File: src/rtl/core/dhtli_pkg.sv
// ----------------------------------------------------------------------------
// dhtli_pkg
// Shared types and constants for the double-hashing lookup/insert table.
// ----------------------------------------------------------------------------
package dhtli_pkg;

    localparam int KEY_W     = 31;
    localparam int SLOT_W    = 4;
    localparam int STEP_BASE = 7;
    localparam int STEP_W    = 3;
    localparam int SLOTS_DEF = 16;

    localparam logic ACT_SEARCH = 1'b0;
    localparam logic ACT_INSERT = 1'b1;

    localparam logic [1:0] STATUS_OK        = 2'd0;
    localparam logic [1:0] STATUS_NOT_FOUND = 2'd1;
    localparam logic [1:0] STATUS_FULL      = 2'd2;

    typedef struct packed {
        logic               action;
        logic [KEY_W-1:0]   key;
    } req_item_t;

    typedef struct packed {
        logic [1:0]         status;
        logic [SLOT_W-1:0]  slot;
    } rsp_item_t;

    typedef enum logic [1:0] {
        ST_IDLE,
        ST_HASH,
        ST_CHECK,
        ST_DONE
    } dhtli_state_t;

    typedef enum logic [1:0] {
        HS_IDLE,
        HS_MUL_S,
        HS_MUL_7,
        HS_REM_7
    } dhtli_hash_state_t;

endpackage

File: src/rtl/core/dhtli_hash.sv
// ----------------------------------------------------------------------------
// dhtli_hash
// Remainder unit: key mod SLOTS and key mod 7 by reciprocal multiplication
// through one shared multiplier, one product a cycle.
// ----------------------------------------------------------------------------
module dhtli_hash
    import dhtli_pkg::*;
#(
    parameter int SLOTS = SLOTS_DEF
) (
    input  logic                      clk,
    input  logic                      rst_n,
    input  logic                      start,
    input  logic [KEY_W-1:0]          key,
    output logic                      done,
    output logic [$clog2(SLOTS)-1:0]  rem_slots,
    output logic [STEP_W-1:0]         rem_step
);

    localparam int IW     = $clog2(SLOTS);
    localparam int MUL_W  = 32;
    localparam int PROD_W = KEY_W + MUL_W;
    localparam int SH_S   = KEY_W + IW;
    localparam int SH_7   = KEY_W + STEP_W;
    localparam int QS_W   = PROD_W - SH_S;
    localparam int Q7_W   = PROD_W - SH_7;
    localparam logic [MUL_W-1:0] RECIP_S = MUL_W'((64'd1 << SH_S) / 64'(SLOTS));
    localparam logic [MUL_W-1:0] RECIP_7 = MUL_W'((64'd1 << SH_7) / 64'(STEP_BASE));

    dhtli_hash_state_t state_reg, state_next;
    logic [KEY_W-1:0]  key_reg, key_next;
    logic [PROD_W-1:0] prod_reg, prod_next;
    logic [IW-1:0]     rem_s_reg, rem_s_next;
    logic [STEP_W-1:0] rem_7_reg, rem_7_next;
    logic              done_reg, done_next;
    logic [MUL_W-1:0]  mul_b;
    logic [PROD_W-1:0] prod_mul;
    logic [QS_W-1:0]   q_s;
    logic [Q7_W-1:0]   q_7;
    logic [31:0]       diff_s;
    logic [31:0]       diff_7;

    always_comb
    begin
        state_next = state_reg;
        key_next   = key_reg;
        prod_next  = prod_reg;
        rem_s_next = rem_s_reg;
        rem_7_next = rem_7_reg;
        done_next  = 1'b0;

        mul_b    = (state_reg == HS_MUL_7) ? RECIP_7 : RECIP_S;
        prod_mul = PROD_W'(key_reg) * PROD_W'(mul_b);

        q_s    = prod_reg[PROD_W-1:SH_S];
        diff_s = 32'(key_reg) - 32'(q_s) * 32'(SLOTS);
        if (diff_s >= 32'(SLOTS))
        begin
            diff_s = diff_s - 32'(SLOTS);
        end
        q_7    = prod_reg[PROD_W-1:SH_7];
        diff_7 = 32'(key_reg) - 32'(q_7) * 32'(STEP_BASE);
        if (diff_7 >= 32'(STEP_BASE))
        begin
            diff_7 = diff_7 - 32'(STEP_BASE);
        end

        case (state_reg)
            HS_IDLE:
            begin
                if (start)
                begin
                    key_next   = key;
                    state_next = HS_MUL_S;
                end
            end
            HS_MUL_S:
            begin
                prod_next  = prod_mul;
                state_next = HS_MUL_7;
            end
            HS_MUL_7:
            begin
                rem_s_next = diff_s[IW-1:0];
                prod_next  = prod_mul;
                state_next = HS_REM_7;
            end
            HS_REM_7:
            begin
                rem_7_next = diff_7[STEP_W-1:0];
                done_next  = 1'b1;
                state_next = HS_IDLE;
            end
            default:
            begin
                state_next = HS_IDLE;
            end
        endcase
    end

    always_ff @(posedge clk or negedge rst_n)
    begin
        if (!rst_n)
        begin
            state_reg <= HS_IDLE;
            done_reg  <= 1'b0;
        end
        else
        begin
            state_reg <= state_next;
            done_reg  <= done_next;
        end
    end

    always_ff @(posedge clk)
    begin
        key_reg   <= key_next;
        prod_reg  <= prod_next;
        rem_s_reg <= rem_s_next;
        rem_7_reg <= rem_7_next;
    end

    assign done      = done_reg;
    assign rem_slots = rem_s_reg;
    assign rem_step  = rem_7_reg;

endmodule

File: src/rtl/core/dhtli_table.sv
// ----------------------------------------------------------------------------
// dhtli_table
// Slot memory with registered read and a clearing sweep after reset.
// ----------------------------------------------------------------------------
module dhtli_table
    import dhtli_pkg::*;
#(
    parameter int SLOTS = SLOTS_DEF
) (
    input  logic                      clk,
    input  logic                      rst_n,
    input  logic [$clog2(SLOTS)-1:0]  rd_addr,
    output logic [KEY_W-1:0]          rd_data,
    input  logic                      wr_en,
    input  logic [$clog2(SLOTS)-1:0]  wr_addr,
    input  logic [KEY_W-1:0]          wr_data,
    output logic                      ready
);

    localparam int IW = $clog2(SLOTS);

    logic [KEY_W-1:0] mem [SLOTS];
    logic [KEY_W-1:0] rd_data_reg;
    logic             clr_busy_reg, clr_busy_next;
    logic [IW-1:0]    clr_addr_reg, clr_addr_next;

    always_comb
    begin
        clr_busy_next = clr_busy_reg;
        clr_addr_next = clr_addr_reg;
        if (clr_busy_reg)
        begin
            clr_addr_next = clr_addr_reg + 1'b1;
            if (clr_addr_reg == IW'(SLOTS-1))
            begin
                clr_busy_next = 1'b0;
            end
        end
    end

    always_ff @(posedge clk or negedge rst_n)
    begin
        if (!rst_n)
        begin
            clr_busy_reg <= 1'b1;
            clr_addr_reg <= '0;
        end
        else
        begin
            clr_busy_reg <= clr_busy_next;
            clr_addr_reg <= clr_addr_next;
        end
    end

    always_ff @(posedge clk)
    begin
        if (clr_busy_reg)
        begin
            mem[clr_addr_reg] <= '0;
        end
        else if (wr_en)
        begin
            mem[wr_addr] <= wr_data;
        end
        rd_data_reg <= mem[rd_addr];
    end

    assign rd_data = rd_data_reg;
    assign ready   = !clr_busy_reg;

endmodule

File: src/rtl/core/double_hash_table_lookup_insert_top.sv
// ----------------------------------------------------------------------------
// double_hash_table_lookup_insert_top
// Open-addressed hash table with double hashing: search or insert one key.
// ----------------------------------------------------------------------------
// Each request item carries an action (search or insert) and a 31-bit key.
// Each request gives exactly one response item: status and slot index.
// The home slot is key mod SLOTS, the probe step 7 - (key mod 7).
// A zero key goes to the response without hashing. Otherwise one shared
// multiplier forms both remainders, then the table is probed one slot a
// cycle through the registered memory read port, at most SLOTS probes, and
// the result is loaded into the response register.
// One item is in work at a time; req_stall is high while it is. The next
// request is taken at the earliest in the cycle after the response is
// loaded. After reset the memory is cleared one slot a cycle; req_stall
// stays high until the sweep is done.
// The response register holds while rsp_stall is high; a new request may be
// taken meanwhile and its response waits until the register is free.
// ----------------------------------------------------------------------------
module double_hash_table_lookup_insert_top
    import dhtli_pkg::*;
#(
    parameter int SLOTS = SLOTS_DEF
) (
    input  logic      clk,
    input  logic      rst_n,
    input  logic      req_valid,
    output logic      req_stall,
    input  req_item_t req,
    output logic      rsp_valid,
    input  logic      rsp_stall,
    output rsp_item_t rsp
);

    localparam int IW = $clog2(SLOTS);
    localparam int SW = IW + 4;

    dhtli_state_t     state_reg, state_next;
    logic             action_reg, action_next;
    logic [KEY_W-1:0] key_reg, key_next;
    logic [IW-1:0]    pos_reg, pos_next;
    logic [STEP_W-1:0] stride_reg, stride_next;
    logic [IW-1:0]    cnt_reg, cnt_next;
    rsp_item_t        res_reg, res_next;
    rsp_item_t        rsp_reg, rsp_next;
    logic             rsp_valid_reg, rsp_valid_next;

    logic             hash_start;
    logic             hash_done;
    logic [IW-1:0]    hash_rem_slots;
    logic [STEP_W-1:0] hash_rem_step;

    logic [IW-1:0]    rd_addr;
    logic [KEY_W-1:0] rd_data;
    logic             wr_en;
    logic             tbl_ready;

    logic [SW-1:0]    step_sum;
    logic [IW-1:0]    pos_adv;
    logic [SW-1:0]    pos_wide;

    dhtli_hash #(.SLOTS(SLOTS)) u_hash (
        .clk       (clk),
        .rst_n     (rst_n),
        .start     (hash_start),
        .key       (req.key),
        .done      (hash_done),
        .rem_slots (hash_rem_slots),
        .rem_step  (hash_rem_step)
    );

    dhtli_table #(.SLOTS(SLOTS)) u_table (
        .clk     (clk),
        .rst_n   (rst_n),
        .rd_addr (rd_addr),
        .rd_data (rd_data),
        .wr_en   (wr_en),
        .wr_addr (pos_reg),
        .wr_data (key_reg),
        .ready   (tbl_ready)
    );

    always_comb
    begin
        step_sum = SW'(pos_reg) + SW'(stride_reg);
        for (int i = 0; i < 4; i++)
        begin
            if (step_sum >= SW'(SLOTS))
            begin
                step_sum = step_sum - SW'(SLOTS);
            end
        end
        pos_adv  = step_sum[IW-1:0];
        pos_wide = SW'(pos_reg);
    end

    always_comb
    begin
        state_next     = state_reg;
        action_next    = action_reg;
        key_next       = key_reg;
        pos_next       = pos_reg;
        stride_next    = stride_reg;
        cnt_next       = cnt_reg;
        res_next       = res_reg;
        rsp_next       = rsp_reg;
        rsp_valid_next = rsp_valid_reg && rsp_stall;
        hash_start     = 1'b0;
        wr_en          = 1'b0;
        rd_addr        = pos_reg;
        req_stall      = (state_reg != ST_IDLE) || !tbl_ready;

        case (state_reg)
            ST_IDLE:
            begin
                if (req_valid && !req_stall)
                begin
                    action_next = req.action;
                    key_next    = req.key;
                    if (req.key == '0)
                    begin
                        res_next   = '{status: STATUS_NOT_FOUND, slot: '0};
                        state_next = ST_DONE;
                    end
                    else
                    begin
                        hash_start = 1'b1;
                        state_next = ST_HASH;
                    end
                end
            end
            ST_HASH:
            begin
                if (hash_done)
                begin
                    rd_addr     = hash_rem_slots;
                    pos_next    = hash_rem_slots;
                    stride_next = STEP_W'(STEP_BASE) - hash_rem_step;
                    cnt_next    = '0;
                    state_next  = ST_CHECK;
                end
            end
            ST_CHECK:
            begin
                if (action_reg == ACT_SEARCH && rd_data == '0)
                begin
                    res_next   = '{status: STATUS_NOT_FOUND, slot: '0};
                    state_next = ST_DONE;
                end
                else if (action_reg == ACT_SEARCH && rd_data == key_reg)
                begin
                    res_next   = '{status: STATUS_OK, slot: pos_wide[SLOT_W-1:0]};
                    state_next = ST_DONE;
                end
                else if (action_reg == ACT_INSERT && rd_data == '0)
                begin
                    wr_en      = 1'b1;
                    res_next   = '{status: STATUS_OK, slot: pos_wide[SLOT_W-1:0]};
                    state_next = ST_DONE;
                end
                else if (cnt_reg == IW'(SLOTS-1))
                begin
                    res_next.status = (action_reg == ACT_SEARCH) ? STATUS_NOT_FOUND
                                                                 : STATUS_FULL;
                    res_next.slot   = '0;
                    state_next      = ST_DONE;
                end
                else
                begin
                    rd_addr  = pos_adv;
                    pos_next = pos_adv;
                    cnt_next = cnt_reg + 1'b1;
                end
            end
            ST_DONE:
            begin
                if (!rsp_valid_reg || !rsp_stall)
                begin
                    rsp_next       = res_reg;
                    rsp_valid_next = 1'b1;
                    state_next     = ST_IDLE;
                end
            end
            default:
            begin
                state_next = ST_IDLE;
            end
        endcase
    end

    always_ff @(posedge clk or negedge rst_n)
    begin
        if (!rst_n)
        begin
            state_reg     <= ST_IDLE;
            rsp_valid_reg <= 1'b0;
            cnt_reg       <= '0;
        end
        else
        begin
            state_reg     <= state_next;
            rsp_valid_reg <= rsp_valid_next;
            cnt_reg       <= cnt_next;
        end
    end

    always_ff @(posedge clk)
    begin
        action_reg <= action_next;
        key_reg    <= key_next;
        pos_reg    <= pos_next;
        stride_reg <= stride_next;
        res_reg    <= res_next;
        rsp_reg    <= rsp_next;
    end

    assign rsp_valid = rsp_valid_reg;
    assign rsp       = rsp_reg;

endmodule

File: config.mk
export PLATFORM = sky130hd
export DESIGN_NAME = double_hash_table_lookup_insert_top
export DESIGN_NICKNAME = d
export VERILOG_FILES = /design/src/rtl/core/dhtli_pkg.sv /design/src/rtl/core/dhtli_hash.sv /design/src/rtl/core/dhtli_table.sv /design/src/rtl/core/double_hash_table_lookup_insert_top.sv
export SDC_FILE = /design/constraint.sdc
export NUM_CORES = 2
export LEC_CHECK = 0
export BUFFER_PORTS_ARGS = -buffer_cell sky130_fd_sc_hd__buf_2
export CORE_MARGIN = 2
export CORE_UTILIZATION = 65
export DETAILED_ROUTE_END_ITERATION = 8
export PLACE_DENSITY = 0.94
export SLEW_MARGIN = 0
export SYNTH_ARGS = -nofsm -noshare
export SYNTH_HDL_FRONTEND = slang
export SYNTH_SLANG_ARGS = --single-unit
File: constraint.sdc
create_clock -name clk -period 10.5 [get_ports clk]
set_clock_uncertainty 0.05 [all_clocks]
set_input_delay 2.1 -clock clk [delete_from_list [all_inputs] [get_ports clk]]
set_output_delay 2.1 -clock clk [all_outputs]
set_load 0.01 [all_outputs]
; Yosys cells after proc, flatten, opt, wreduce, memory -nomap -nowiden
; Memories as Yosys holds them, arrays and structs flattened. A register that Yosys moved wholly into a read port is not among the register bits.
; Cells that the tools add are included.
[word_totals]
output_inout_bits = 8
mem_bits_ro = 0
ram_bits = 496
register_bits = 167
latch_bits = 0
inputBits = 36
n_memories = 1
elab_cells = 144
[op_classes]
n_eq_ne = 19
mux = 58
bitwise = 1
add_sub_neg = 12
n_reduce_logical = 26
shifts = 0
n_lt_le_gt_ge = 6
mul = 2
div_mod_pow = 0
[memory_table]
columns = memory, words, width, read_ports, rd_ports_with_merged_regs, write_ports, line_no
row1 = u_table.mem, 16, 31, 1, 1, 1, dhtli_table.sv:22  ; logic [KEY_W-1:0] mem [SLOTS];
[ops]
columns = cell, count
row1 = $sub 31x32->32, 2
row2 = $mul 31x32->63, 1
row3 = $logic_not 31->1, 2
row4 = $mux 4, 13
row5 = $mux 6, 6
row6 = $ge 32x3->1 const B, 1
row7 = $ge 32x5->1 const B, 1
row8 = $mul 29x3->32 const B, 1
row9 = $eq 31x31->1, 1
row10 = $mux 31, 1
row11 = $reduce_or 31->1, 1
row12 = $mux 29, 1
row13 = $ge 8x5->1 const B, 3
row14 = $mux 8, 3
row15 = $mux 2, 10
row16 = $mux 1, 18
row17 = $ne 2x2->1 const B, 8
row18 = $pmux 2 s4, 2
row19 = $pmux 4 s2, 2
row20 = $sub 8x5->8 const B, 2
row21 = $pmux 6 s2, 1
row22 = $add 4x1->4 const B, 2
row23 = $eq 2x2->1 const B, 4
row24 = $eq 4x4->1 const B, 2
row25 = 20 further kinds, 36

; Depth between registers and ports, before layout
[logic_depth]
word_depth = 14
depth_mapped = 29
mapped_depth_nobuf = 27

; By module
; Synthesis repeated with hierarchy kept, for this count alone.
[unflattened]
hier_cells = 2490
hier_area_um2 = 36677.7
[modules_own_cells]
columns = module, seq_area_each_um2, instances, area_per_inst_um2, cells_each
row1 = dhtli_table, 15641.3, 1, 19752.7, 878
row2 = dhtli_hash, 2087.0, 1, 14024.7, 1379
row3 = double_hash_table_lookup_insert_top, 1666.6, 1, 2900.3, 233

; Least setup slack after synthesis
; No wires, ideal clock.
[synth_path]
kind = register to register
from = register u_hash.state_reg[0]
to = register u_hash.prod_reg[59] (data pin)
period_less_slack_ns = 7.025
required_time_ns = 10.186
setup_ns = 0.264
t_arrival_ns = 6.710
n_path_buf = 3
path_stages_with_launch = 29
setup_slack_ns = 3.475
cell_sequence = dfrtp_1 -> inv_1 -> ha_1 -> clkbuf_1 -> clkbuf_1 -> nand2_1 -> fa_1 -> inv_1 -> ha_1 -> xnor2_1 -> xnor2_1 -> ha_1 -> or2_2 -> fa_1 -> inv_1 -> fa_1 -> inv_1 -> ha_1 -> ha_1 -> clkbuf_1 -> a21o_1 -> a21o_1 -> a21oi_1 -> a2111o_1 -> a21boi_0 -> a21oi_1 -> nor4_1 -> nor4_1 -> nand3b_1
[synth_via]
elab_chain_cells = 3
[synth_lines]
columns = item, line_no
row1 = start: declaration, dhtli_hash.sv:30  ; dhtli_hash_state_t state_reg, state_next;
row2 = start signal: assignment, dhtli_hash.sv:110  ; state_reg <= state_next;
row3 = $eq 2x2->1, dhtli_hash.sv:52  ; mul_b = (state_reg == HS_MUL_7) ? RECIP_7 : RECIP_S;
row4 = $mux 29, dhtli_hash.sv:52
row5 = $mul 31x32->63, dhtli_hash.sv:53  ; prod_mul = PROD_W'(key_reg) * PROD_W'(mul_b);
row6 = via u_hash.prod_mul[59], dhtli_hash.sv:37  ; logic [PROD_W-1:0] prod_mul;
row7 = end signal: assignment, dhtli_hash.sv:118  ; prod_reg <= prod_next;
row8 = end: declaration, dhtli_hash.sv:32  ; logic [PROD_W-1:0] prod_reg, prod_next;
; The timed path passes the listed nets, and every way through them passes these cells.
; A chain may end at the register's enable or synchronous reset.

; Worst setup path after layout
; Same ends and word-level chain as after synthesis.

==> PnR_summary.wiki <==
{| class="wikitable"
! Metric !! Value
|-
| Result of the run || completed
|-
| Number of I/O port buffers || 43
|-
| Reg2Reg Setup Slack || 1.76 ns
|-
| Seq/Total Area, Yosys || 0.509
|-
| Core area || 57,800 µm²
|-
| Fraction of synthesized area in multiplexers || 0.118
|-
| Cell taking the most area after synthesis || edfxtp_1
|-
| Die Area || 60,500 µm²
|-
| Count of antenna-violating nets left after detailed routing || 0
|-
| First-pass GRT wire length || 151,000 µm
|-
| Highest cell delay on the worst timing path || 1.11 ns
|-
| Fill cell total of the finished layout || 3,513
|-
| Post-synthesis cell area || 38,100 µm²
|-
| Root Buffer || clkbuf_16
|-
| Hold Crit Start || res_reg[4]$_SDFFCE_PP1P_
|-
| Post-synthesis simple-gate area fraction || 0.0538
|-
| Die width || 246 µm
|-
| Hold bufs inserted after CTS || 0
|-
| Yosys cell types || 75
|-
| Primary flip-flop cell chosen by synthesis mapping || edfxtp_1
|-
| Number of optimization iterations in the first detailed-route pass || 8
|-
| Detailed-route wire length per cell || 27.2 µm
|-
| Capturing element type of the critical path || flop
|-
| Number of nets in the synthesized netlist || 3,282
|-
| Starting density of the core || 0.659
|-
| Worst hold path type || flop to flop
|-
| Relative slew margins || 0.0571
|-
| Num Clock Sinks || 660
|-
| Most flop-heavy register || u_table.mem
|-
| Number of buffers added by the clock tree synthesis step || 59
|-
| Routed WL || 98,800 µm
|-
| Number of synthesized register bits || 660
|-
| Cell with the most instances on the worst path || ha_1
|-
| I/O pin count || 44
|-
| Worst-skew pair later-pin latency || 0.65 ns
|-
| Crit Path Max Fanout || 43
|-
| Vias per std cell || 6.55
|-
| Post-synthesis adder-cell area fraction || 0.200
|-
| Pin count of the biggest net entering global routing || 69
|-
| Startpoint types || flop
|-
| Total congestion overflow || 0
|-
| Worst Reg-to-Reg Cells || 27
|-
| Setup Viol. Count Final || 0
|-
| DRC viols || 0
|-
| Tmin final || 8.74 ns
|-
| End of the worst hold path || rsp[4]$_DFFE_PP_
|-
| Gate count of the mapped netlist || 2,756
|-
| Most instantiated cells after synthesis || 610 x edfxtp_1, 375 x mux2i_1, 314 x inv_1, 294 x ha_1, 196 x fa_1
|-
| Number of failing hold endpoints at the final stage || 0
|-
| EDFF count, synth || 610
|-
| Post-CTS Repair Setup Buffers || 0
|-
| Most used standard cell by instance count after synthesis || edfxtp_1
|-
| Clock transition at the registers of the reported paths || 0.07 ns
|-
| Clock tree buffer depth || 3
|-
| Setup repair after global routing missed its margin || false
|-
| Die Ht || 246 µm
|-
| Syn Area/Cell || 13.8 µm²
|-
| Maximum clock frequency || 114 MHz
|-
| Total routing usage reported by global routing || 0.338
|-
| Post-synth ARST share || 0.0227
|-
| Total of cells resized after clock tree synthesis || 0
|-
| Startpoint of the most critical register-to-register path || u_hash.state_reg[0]$_DFFE_PN0P_
|-
| Ratio of cells with drive above 1 in the final layout || 0.0851
|-
| GPL Wtd Cong || 0.976
|-
| Number of flip-flops under the largest register name || 496
|-
| Number of warnings issued by yosys || 0
|-
| Kind of critical path || flop to flop
|-
| Crit share post-route || 0.832
|-
| Largest cells by area after synthesis || edfxtp_1 48%, fa_1 10%, mux2i_1 9.9%
|-
| Largest family of logic cells by synthesized area || adder cells
|-
| H-tree levels || 2
|-
| Data required time of the critical path || 10.84 ns
|-
| Crit-path slowest cell || ha_1
|-
| Worst Path Arrival || 9.08 ns
|-
| Worst Max-Slew Pin Slew || 1.40 ns
|-
| Clock tree from TritonCTS || built
|-
| First DRT Iteration DRCs || 2,351
|-
| Area fraction in compound gates after synthesis || 0.0572
|-
| Area share of the largest cell type after synthesis || 0.481
|-
| Hold Path Depth || 0
|-
| Post-synthesis share of cell area spent on xor and xnor gates || 0.0214
|-
| Max-cap violation count || 0
|-
| DP Wirelength || 66,200 µm
|-
| Via count of the first global-routing pass || 25,300
|-
| Area added between synthesis and finish || 8.87%
|-
| Layout Nets || 3,332
|-
| Row count || 88
|-
| Sum Neg Setup Slack || 0 ns
|-
| Antenna violations before repair || 9
|-
| Count of pins over their slew limit || 0
|-
| Worst reg2reg endpoint || u_hash.prod_reg[59]$_DFFE_PP_
|-
| Number of vias after detailed routing || 23,800
|}
==> area by class of cell <==
cell class,instances,area (µm²),share of cell area
Timing Repair Buffer,71,425,0.0103
Sequential cell,660,19400,0.468
Multi-Input combinational cell,1700,17300,0.418
Clock buffer,66,1520,0.0367
Antenna cell,8,20.0,0.000483
Inverter,314,1180,0.0284
Tap cell,765,957,0.0231
Clock inverter,44,618,0.0149
==> worst max path at each step <==
| stage | startpoint | end | slack (ns) |
|---|---|---|---|
| floorplan | u_hash.state_reg[0]$_DFFE_PN0P_ | u_hash.prod_reg[59]$_DFFE_PP_ | 3.48 |
| global placement | u_hash.state_reg[0]$_DFFE_PN0P_ | u_hash.prod_reg[62]$_DFFE_PP_ | 2.53 |
| detailed placement | u_hash.state_reg[0]$_DFFE_PN0P_ | u_hash.prod_reg[59]$_DFFE_PP_ | 1.98 |
| CTS | u_hash.state_reg[0]$_DFFE_PN0P_ | u_hash.prod_reg[59]$_DFFE_PP_ | 1.98 |
| global route | u_hash.state_reg[0]$_DFFE_PN0P_ | u_hash.prod_reg[59]$_DFFE_PP_ | 1.40 |
| finish | u_hash.state_reg[0]$_DFFE_PN0P_ | u_hash.prod_reg[59]$_DFFE_PP_ | 1.76 |
==> through the flow <==
| step | hold WS, ns | area, µm² | worst slack (ns) | std cells | util |
|---|---|---|---|---|---|
| 6_report | 0.367 | 41400 | 1.76 | 3628 | 0.717 |
| 5_1_grt | 0.375 | 41400 | 1.40 | 3628 | 0.717 |
| 4_1_cts | 0.371 | 41400 | 1.98 | 3620 | 0.717 |
| 3_5_place_dp | 0.355 | 39300 | 1.98 | 3510 | 0.680 |
| 3_3_place_gp | 0.357 | 39300 | 2.53 | 3510 | 0.680 |
| 2_1_floorplan | 0.350 | 38100 | 3.48 | 2756 | - |
==> critical path, delay by kind of cell (launching register included) <==
kind                       cells  cell delay [ns]
buffers and inverters          4             0.35
adders and majority gates      8             3.98
and+or+nand+nor                6             1.64
xor gates and xnor gates       3             0.81
AOI/OAI and AO/OA              6             1.24
DFF                            1             0.41
==> layout by cell type, fill, tap and decap left out, types with 57 or more instances in the layout <==
master     synthesis  layout
nand2_1           68      68
and2_1            63      63
mux2i_1          375     375
inv_1            314     314
o21ai_0           57      57
xnor2_1           73      73
edfxtp_1         610     610
a21oi_1           86      83
fa_1             196     196
ha_1             294     294
clkbuf_16          0      59
==> per-layer routing <==
layer	wire length [µm]	up-vias	global-route usage	share of wire
met5	0	-	0	0
met4	5840	0	0.181	0.059
met3	8500	366	0.0560	0.086
met2	48800	1460	0.569	0.49
met1	35700	11800	0.421	0.36
li1	-	10200	-	-
==> cells by family (layout without fill, tap and decap cells) <==
group / Yosys count / in the layout
xor+xnor: 93 / 93
compound gates: 327 / 327
mux: 410 / 410
flops: 660 / 660
buf+inv: 396 / 495
other cells: 0 / 8
simple gates: 380 / 380
fa+ha+maj: 490 / 490
Power is not shown: default switching activity piles up to over one toggle a cycle in this logic, so the estimate is an artifact.
